--- src/design/integer_to_ascii_formatter_defines.svh ---
// Assertion macros for the formatter design file.
`ifndef INTEGER_TO_ASCII_FORMATTER_DEFINES_SVH
`define INTEGER_TO_ASCII_FORMATTER_DEFINES_SVH

// Same-cycle implication, checked on every rising clock edge outside reset.
`define IFA_ASSERT_NOW(label, ante, cons) \
   label: assert property (@(posedge clock) disable iff (reset) (ante) |-> (cons)) \
      else $error("integer_to_ascii_formatter: same-cycle check failed");

// Next-cycle implication, checked on every rising clock edge outside reset.
`define IFA_ASSERT_NEXT(label, ante, cons) \
   label: assert property (@(posedge clock) disable iff (reset) (ante) |=> (cons)) \
      else $error("integer_to_ascii_formatter: next-cycle check failed");

`endif

--- src/design/ifa_pkg.sv ---
// Constants and helper functions for the integer-to-ASCII formatter.
package ifa_pkg;

   localparam int VALUE_W     = 32;
   localparam int CHAR_W      = 8;
   localparam int WIDTH_W     = 8;
   localparam int COUNT_W     = 6;
   localparam int DIGIT_W     = 4;
   localparam int DIGIT_MAX   = 10;
   localparam int DIGIT_IDX_W = 4;
   localparam int PROD_W      = 64;
   localparam int RECIP_SHIFT = 35;

   localparam logic [COUNT_W-1:0] MAX_FIELD = 6'd63;
   // ceil(2^35 / 10): floor(x * RECIP_TEN / 2^35) equals x / 10 for every 32-bit x.
   localparam logic [VALUE_W-1:0] RECIP_TEN = 32'hCCCC_CCCD;

   localparam logic [CHAR_W-1:0] CHAR_SPACE = 8'h20;
   localparam logic [CHAR_W-1:0] CHAR_MINUS = 8'h2D;
   localparam logic [CHAR_W-1:0] CHAR_ZERO  = 8'h30;
   localparam logic [CHAR_W-1:0] CHAR_UPPER = 8'h41;
   localparam logic [CHAR_W-1:0] CHAR_LOWER = 8'h61;

   function automatic logic [CHAR_W-1:0] digit_to_ascii(input logic [DIGIT_W-1:0] digit,
                                                        input logic caps);
      logic [CHAR_W-1:0] ext;
      ext = {4'b0, digit};
      if (digit < 4'd10) begin
         return CHAR_ZERO + ext;
      end
      return (caps ? CHAR_UPPER : CHAR_LOWER) + ext - 8'd10;
   endfunction

endpackage

--- src/design/integer_to_ascii_formatter.sv ---
// Integer-to-ASCII formatter: decimal or hex conversion with sign and padding.
//
// The req_ channel takes one number with its format flags. The block turns it
// into ASCII characters, most significant first, and sends them one item per
// character on the rsp_ channel. The final item of a number has rsp_last set and
// carries the character count in rsp_total_count; earlier items carry zero there.
// Decimal digits come from a shared 32x32 reciprocal multiplier (multiply by
// 0xCCCCCCCD, shift by 35) followed by a remainder step, in states S_MUL and
// S_DIV. Hex digits are peeled off four bits at a time, one per cycle.
// A number passes through acceptance, digit generation and a sizing step, then
// the block sends one character per cycle while rsp_stall is low.
// req_stall stays high from acceptance until the last character is loaded into
// the output register, so the next number can be taken while that character
// still waits. When the receiver stalls, the output register holds its item and
// character generation pauses. Synchronous reset returns the sequencer to idle
// and empties the output register.
module integer_to_ascii_formatter (
   input  logic                           clock,
   input  logic                           reset,
   input  logic                           req_valid,
   output logic                           req_stall,
   input  logic [ifa_pkg::VALUE_W-1:0]    req_value,
   input  logic                           req_hex_mode,
   input  logic                           req_signed_mode,
   input  logic                           req_zero_pad,
   input  logic [ifa_pkg::WIDTH_W-1:0]    req_pad_width,
   input  logic                           req_upper_case,
   output logic                           rsp_valid,
   input  logic                           rsp_stall,
   output logic [ifa_pkg::CHAR_W-1:0]     rsp_character,
   output logic                           rsp_last,
   output logic [ifa_pkg::COUNT_W-1:0]    rsp_total_count
);
   import ifa_pkg::*;

   localparam logic [2:0] S_IDLE = 3'd0;
   localparam logic [2:0] S_MUL  = 3'd1;
   localparam logic [2:0] S_DIV  = 3'd2;
   localparam logic [2:0] S_HEX  = 3'd3;
   localparam logic [2:0] S_SIZE = 3'd4;
   localparam logic [2:0] S_EMIT = 3'd5;

   logic [2:0]               state_ff, state_in;
   logic [VALUE_W-1:0]       num_ff, num_in;
   logic [PROD_W-1:0]        prod_ff, prod_in;
   logic                     neg_ff, neg_in;
   logic                     zpad_ff, zpad_in;
   logic                     caps_ff, caps_in;
   logic [COUNT_W-1:0]       width_ff, width_in;
   logic [DIGIT_IDX_W-1:0]   ndig_ff, ndig_in;
   logic [COUNT_W-1:0]       pad_ff, pad_in;
   logic [COUNT_W-1:0]       len_ff, len_in;
   logic [COUNT_W-1:0]       idx_ff, idx_in;
   logic [DIGIT_W-1:0]       digits_ff [DIGIT_MAX];

   logic                     rsp_valid_ff, rsp_valid_in;
   logic [CHAR_W-1:0]        rsp_char_ff, rsp_char_in;
   logic                     rsp_last_ff, rsp_last_in;
   logic [COUNT_W-1:0]       rsp_count_ff, rsp_count_in;

   logic                     req_take;
   logic                     out_free;
   logic                     digit_we;
   logic [DIGIT_W-1:0]       digit_wdata;
   logic [VALUE_W-1:0]       quotient;
   logic [VALUE_W-1:0]       remainder_full;
   logic [VALUE_W-1:0]       hex_next;
   logic [DIGIT_IDX_W-1:0]   body;
   logic [COUNT_W-1:0]       body_ext;
   logic [COUNT_W-1:0]       lead;
   logic [COUNT_W-1:0]       rd_pos;
   logic [CHAR_W-1:0]        cur_char;
   logic                     cur_last;

   assign req_stall = (state_ff != S_IDLE);
   assign req_take  = req_valid && !req_stall;
   assign out_free  = !rsp_valid_ff || !rsp_stall;

   // Reciprocal quotient and the remainder it leaves; the remainder is below ten.
   assign quotient       = {{(VALUE_W - (PROD_W - RECIP_SHIFT)){1'b0}},
                            prod_ff[PROD_W-1:RECIP_SHIFT]};
   assign remainder_full = num_ff - ((quotient << 3) + (quotient << 1));
   assign hex_next       = num_ff >> 4;

   assign body     = ndig_ff + {{(DIGIT_IDX_W-1){1'b0}}, neg_ff};
   assign body_ext = {{(COUNT_W-DIGIT_IDX_W){1'b0}}, body};
   assign lead     = pad_ff + {{(COUNT_W-1){1'b0}}, neg_ff};
   // Digits are stored least significant first, so output character idx (counted
   // over the whole field, padding included) reads entry len - 1 - idx.
   assign rd_pos   = len_ff - idx_ff - 6'd1;
   assign cur_last = (idx_ff == len_ff - 6'd1);

   always_comb begin
      if (idx_ff < lead) begin
         if (zpad_ff) begin
            cur_char = (neg_ff && idx_ff == '0) ? CHAR_MINUS : CHAR_ZERO;
         end else begin
            cur_char = (neg_ff && idx_ff == pad_ff) ? CHAR_MINUS : CHAR_SPACE;
         end
      end else begin
         cur_char = digit_to_ascii(digits_ff[rd_pos[DIGIT_IDX_W-1:0]], caps_ff);
      end
   end

   always_comb begin
      state_in     = state_ff;
      num_in       = num_ff;
      prod_in      = prod_ff;
      neg_in       = neg_ff;
      zpad_in      = zpad_ff;
      caps_in      = caps_ff;
      width_in     = width_ff;
      ndig_in      = ndig_ff;
      pad_in       = pad_ff;
      len_in       = len_ff;
      idx_in       = idx_ff;
      digit_we     = 1'b0;
      digit_wdata  = remainder_full[DIGIT_W-1:0];
      rsp_valid_in = rsp_valid_ff && rsp_stall;
      rsp_char_in  = rsp_char_ff;
      rsp_last_in  = rsp_last_ff;
      rsp_count_in = rsp_count_ff;

      unique case (state_ff)
         S_IDLE: begin
            if (req_take) begin
               neg_in   = !req_hex_mode && req_signed_mode && req_value[VALUE_W-1];
               num_in   = neg_in ? (~req_value + 32'd1) : req_value;
               zpad_in  = req_zero_pad;
               caps_in  = req_upper_case;
               width_in = (req_pad_width > {2'b0, MAX_FIELD}) ? MAX_FIELD
                                                              : req_pad_width[COUNT_W-1:0];
               ndig_in  = '0;
               state_in = req_hex_mode ? S_HEX : S_MUL;
            end
         end
         S_MUL: begin
            prod_in  = num_ff * RECIP_TEN;
            state_in = S_DIV;
         end
         S_DIV: begin
            digit_we    = 1'b1;
            digit_wdata = remainder_full[DIGIT_W-1:0];
            num_in      = quotient;
            ndig_in     = ndig_ff + 4'd1;
            state_in    = (quotient == '0) ? S_SIZE : S_MUL;
         end
         S_HEX: begin
            digit_we    = 1'b1;
            digit_wdata = num_ff[DIGIT_W-1:0];
            num_in      = hex_next;
            ndig_in     = ndig_ff + 4'd1;
            state_in    = (hex_next == '0) ? S_SIZE : S_HEX;
         end
         S_SIZE: begin
            pad_in   = (width_ff > body_ext) ? (width_ff - body_ext) : '0;
            len_in   = pad_in + body_ext;
            idx_in   = '0;
            state_in = S_EMIT;
         end
         S_EMIT: begin
            if (out_free) begin
               rsp_valid_in = 1'b1;
               rsp_char_in  = cur_char;
               rsp_last_in  = cur_last;
               rsp_count_in = cur_last ? len_ff : '0;
               idx_in       = idx_ff + 6'd1;
               if (cur_last) begin
                  state_in = S_IDLE;
               end
            end
         end
         default: begin
            state_in = S_IDLE;
         end
      endcase
   end

   always_ff @(posedge clock) begin
      if (reset) begin
         state_ff     <= S_IDLE;
         rsp_valid_ff <= 1'b0;
         ndig_ff      <= '0;
      end else begin
         state_ff     <= state_in;
         rsp_valid_ff <= rsp_valid_in;
         ndig_ff      <= ndig_in;
      end
   end

   always_ff @(posedge clock) begin
      num_ff       <= num_in;
      prod_ff      <= prod_in;
      neg_ff       <= neg_in;
      zpad_ff      <= zpad_in;
      caps_ff      <= caps_in;
      width_ff     <= width_in;
      pad_ff       <= pad_in;
      len_ff       <= len_in;
      idx_ff       <= idx_in;
      rsp_char_ff  <= rsp_char_in;
      rsp_last_ff  <= rsp_last_in;
      rsp_count_ff <= rsp_count_in;
   end

   always_ff @(posedge clock) begin
      if (digit_we) begin
         digits_ff[ndig_ff] <= digit_wdata;
      end
   end

   assign rsp_valid       = rsp_valid_ff;
   assign rsp_character   = rsp_char_ff;
   assign rsp_last        = rsp_last_ff;
   assign rsp_total_count = rsp_count_ff;

`include "integer_to_ascii_formatter_defines.svh"

   // An accepted number always starts the sequencer.
   `IFA_ASSERT_NEXT(a_take_starts, req_valid && !req_stall, state_ff != S_IDLE)
   // Only the final character of a number carries a nonzero count.
   `IFA_ASSERT_NOW(a_count_on_last, rsp_valid && (rsp_total_count != '0), rsp_last)
   `IFA_ASSERT_NOW(a_last_has_count, rsp_valid && rsp_last, rsp_total_count != '0)
   // A 32-bit value never needs more than ten digits.
   `IFA_ASSERT_NOW(a_digit_bound, state_ff != S_IDLE, ndig_ff <= 4'd10)

endmodule
--- config.mk ---
export PLATFORM = sky130hd
export DESIGN_NAME = integer_to_ascii_formatter
export DESIGN_NICKNAME = d
export VERILOG_FILES = /design/src/design/ifa_pkg.sv /design/src/design/integer_to_ascii_formatter.sv
export VERILOG_INCLUDE_DIRS = /design/src /design/src/design
export SDC_FILE = /design/constraint.sdc
export NUM_CORES = 1
export LEC_CHECK = 0
export ABC_AREA = 1
export BUFFER_PORTS_ARGS = -buffer_cell sky130_fd_sc_hd__buf_2
export CORE_ASPECT_RATIO = 1.5
export CORE_UTILIZATION = 35
export DETAILED_ROUTE_END_ITERATION = 7
export GPL_ROUTABILITY_DRIVEN = 0
export PLACE_DENSITY_LB_ADDON = 0.2
export SYNTH_ARGS = -nofsm -noshare
export SYNTH_HDL_FRONTEND = slang
export SYNTH_SLANG_ARGS = --single-unit
--- constraint.sdc ---
create_clock -name clock -period 15.6 [get_ports clock]
set_input_delay 0.78 -clock clock [delete_from_list [all_inputs] [get_ports clock]]
set_output_delay 0.78 -clock clock [all_outputs]
set_load 0.01 [all_outputs]
==> impl_results.md <==
* CP Depth at 24
* Initial cell density of the core at 0.354
* Syn. warnings at 0
* Worst hold path cell count at 1
* Maximum clock path buffer count at 2
* Die Height at approximately 340 µm
* Top Family by Delay on Critical Path: adder cells
* Die width at 230 µm
* Worst setup path start: num_ff[8]
* Clock Sinks at 150
* Ant. Diodes at 0
* CP required at roughly 16 ns
* CTS tree: built
* Post-CTS Setup Bufs at 0
* Layout cells sized above 1 at 0.0577
* Post-synth EDFFs at approximately 140
* CTS buffer count at 17
* Hold Fails Final Rpt at 0
* CP max stage cell: edfxtp_1
* Final setup viols at 0
* Final Routed Wirelength at 96300 µm
* CP endpoint kind: flip-flop
* Critical Path Max Stage Delay at about 0.74 ns
* DR DRC count at 0
* CP startpoint kind: flip-flop
* Area grow syn2layout at 7.83%
* CTS root buf: clkbuf_16
* GRT Total Usage at 0.249
* Hold crit path type: in -> reg
* Fin crit share at 0.463
* Synth cell types at 53
* FP Rows at 125
* Synthesis-stage register bit count at 150
* Vias post-DR at 21300
* Final setup TNS at 0 ns
* Worst-Margin Slew at about 1.1 ns
* Synthesized cell area at 27400 µm²
* Status: completed
* RR Startpoint: num_ff[8]
* Synth async-reset ratio at 0
* Dpl hpwl at approximately 86000 µm
* MaxCap Viol Count at 0
* Syn_area_per_cell at 8.39 µm²
* Crit Reg-Reg Endpoint: prod_ff[63]
* Arrival time worst endpoint at 7.49 ns
* WHS Endpoint: zpad_ff
* Antenna Violating Nets Remaining at 0
* Worst r2r path cells at 24
* H-Tree Depth at 4
* CP Buf/Inv Count at 6
* Number of global-route vias before repair at 22600
* Hold_buf cts at 0
* Synth Instances at roughly 3300
* Largest net degree at the start of global routing at 38
* Initial antenna violation count at 0
* Max-slew headroom at 0.226
* PortBufs at 63
* Hold Startpoint: req_zero_pad
* GR Overflow Total at 0
* Crit Path Class: reg -> reg
* Clock Skew at 0.0241 ns
* Critical path peak fanout at 8
* # nets final at roughly 4200
* Design area at 29500 µm²
* Later-pin clock latency in the skew report at 0.50 ns
* Sequential element share of the synthesized area at 0.161
* Area of the core at 77400 µm²
* Post-DP Area at 28900 µm²
* CP dominant cell by count: fa_1
* Slew Limit Fails at 0
* Crit path cell chain: ha_1 -> inv_1 -> fa_1 -> inv_1 -> fa_1 -> inv_1 -> fa_1 -> inv_1 -> fa_1 -> fa_1 -> fa_1 -> inv_1 -> fa_1 -> inv_1 -> ha_1 -> a21oi_1 -> o21ai_0 -> o21bai_1 -> a21oi_1 -> nand2_1 -> nand2_1 -> nand2_1 -> nand2_1 -> nand2_1
* First-pass GRT wire length at 141000 µm
* Fin crit period at 7.23 ns
* Vias/cell at between 4 and 5
* DRT iter0 DRCs at ~1200
* Fmax at 138 MHz
* Setup slack, reg-to-reg at 8.37 ns
* Number of I/O pins at 65
* Die area at 79400 µm²
* Post-CTS sizing at 0
* Syn nets at about 4000
* Unrepaired setup endpoints after global routing: no
* Ys flop type: edfxtp_1
* First drt pass iteration count at 5
* CTS clk-pin slew, worst paths at 0.09 ns
* Fillers at approximately 8200
* Wire per inst at about 22 µm
## logic make-up after synthesis
| logic type | count (synthesis) | synth area share |
|---|---|---|
| buffers and inverters | 971 | 0.134 |
| adder cells (fa/ha/maj) | 780 | 0.463 |
| AO/OA/AOI/OAI | 290 | 0.0606 |
| flip-flops | 150 | 0.161 |
| XOR/XNOR | 81 | 0.0262 |
| AND/OR/NAND/NOR | 990 | 0.155 |
| multiplexers | 1 | 0.000365 |
| other | 1 | 0.000137 |
## worst max path at each step
stage	to	slack, ns
after floorplan	prod_ff[59]	9.40
after global placement	prod_ff[47]	8.40
after detailed placement	prod_ff[47]	8.39
after CTS	prod_ff[47]	8.38
after global routing	prod_ff[63]	8.07
final	prod_ff[63]	8.37
## synth_stat cells, types with 5 or more instances
master	n	area [µm²]
a21o_1	11	82.6
a21oi_1	111	556
a22oi_1	21	158
buf_2	9	45.0
clkbuf_1	11	41.3
dfxtp_1	8	160
edfxtp_1	142	4260
fa_1	389	7790
ha_1	391	4890
inv_1	914	3430
inv_2	31	116
nand2_1	532	2000
nand2_2	12	75.1
nand3_1	114	571
nand3_2	6	60.1
nand3b_1	5	37.5
nand4_1	20	125
nor2_1	225	845
nor2_2	10	62.6
nor3_1	28	140
nor3_2	6	60.1
nor4_1	7	43.8
o21a_1	5	37.5
o21ai_0	77	385
o21ai_1	21	105
o21bai_1	19	143
o221ai_1	7	61.3
or2_2	9	56.3
xnor2_1	17	149
xor2_1	63	552
## flip-flops by register name, indices dropped and copies added (netlist names), 7 cells and up
| signal | cells |
|---|---|
| digits_ff | 40 |
| num_ff | 32 |
| prod_ff | 29 |
| rsp_character | 7 |
## per-layer routing
layer / GRT usage / share of wire
met1: 0.232 / 0.32
met2: 0.471 / 0.54
met3: 0.0258 / 0.028
met4: 0.239 / 0.11
met5: 0 / 0
## stage by stage
step / setup slack [ns] / util / hold WS [ns] / std cells
after floorplan: 9.40 / - / 0.496 / 3264
after global placement: 8.40 / 0.374 / 0.480 / 4327
after detailed placement: 8.39 / 0.374 / 0.486 / 4327
after CTS: 8.38 / 0.382 / 0.440 / 4359
after global routing: 8.07 / 0.382 / 0.464 / 4359
final: 8.37 / 0.382 / 0.478 / 4359
## layout by cell type (no fill, tap or decap), types with 7 or more instances in the layout
cell       Yosys  final
buf_4          3      9
inv_1        914    914
nand4_1       20     20
o21ai_1       21     21
buf_2          9     63
clkbuf_16      0     17
nand2_2       12     12
ha_1         391    391
fa_1         389    389
nor2_1       225    224
o221ai_1       7      7
edfxtp_1     142    142
nand2_1      532    532
nor3_1        28     28
o21bai_1      19     19
a21o_1        11     11
o21ai_0       77     77
or2_2          9      9
a21oi_1      111    111
xor2_1        63     63
nor4_1         7      7
nand3_1      114    114
nor2_2        10     11
xnor2_1       17     17
a22oi_1       21     21
inv_2         31     31
dfxtp_1        8      8
## cell type report
type | instances | area, µm² | share of cell area
well taps | 1016 | 1270 | 0.0430
clock buffers | 17 | 425 | 0.0144
flip-flops and latches | 150 | 4420 | 0.150
repair buffers | 72 | 383 | 0.0130
inverters | 946 | 3550 | 0.120
multi-input cells | 2143 | 19300 | 0.654
clock inverters | 15 | 180 | 0.00610
Power is not shown: default switching activity piles up to over one toggle a cycle in this logic, so the estimate is an artifact.
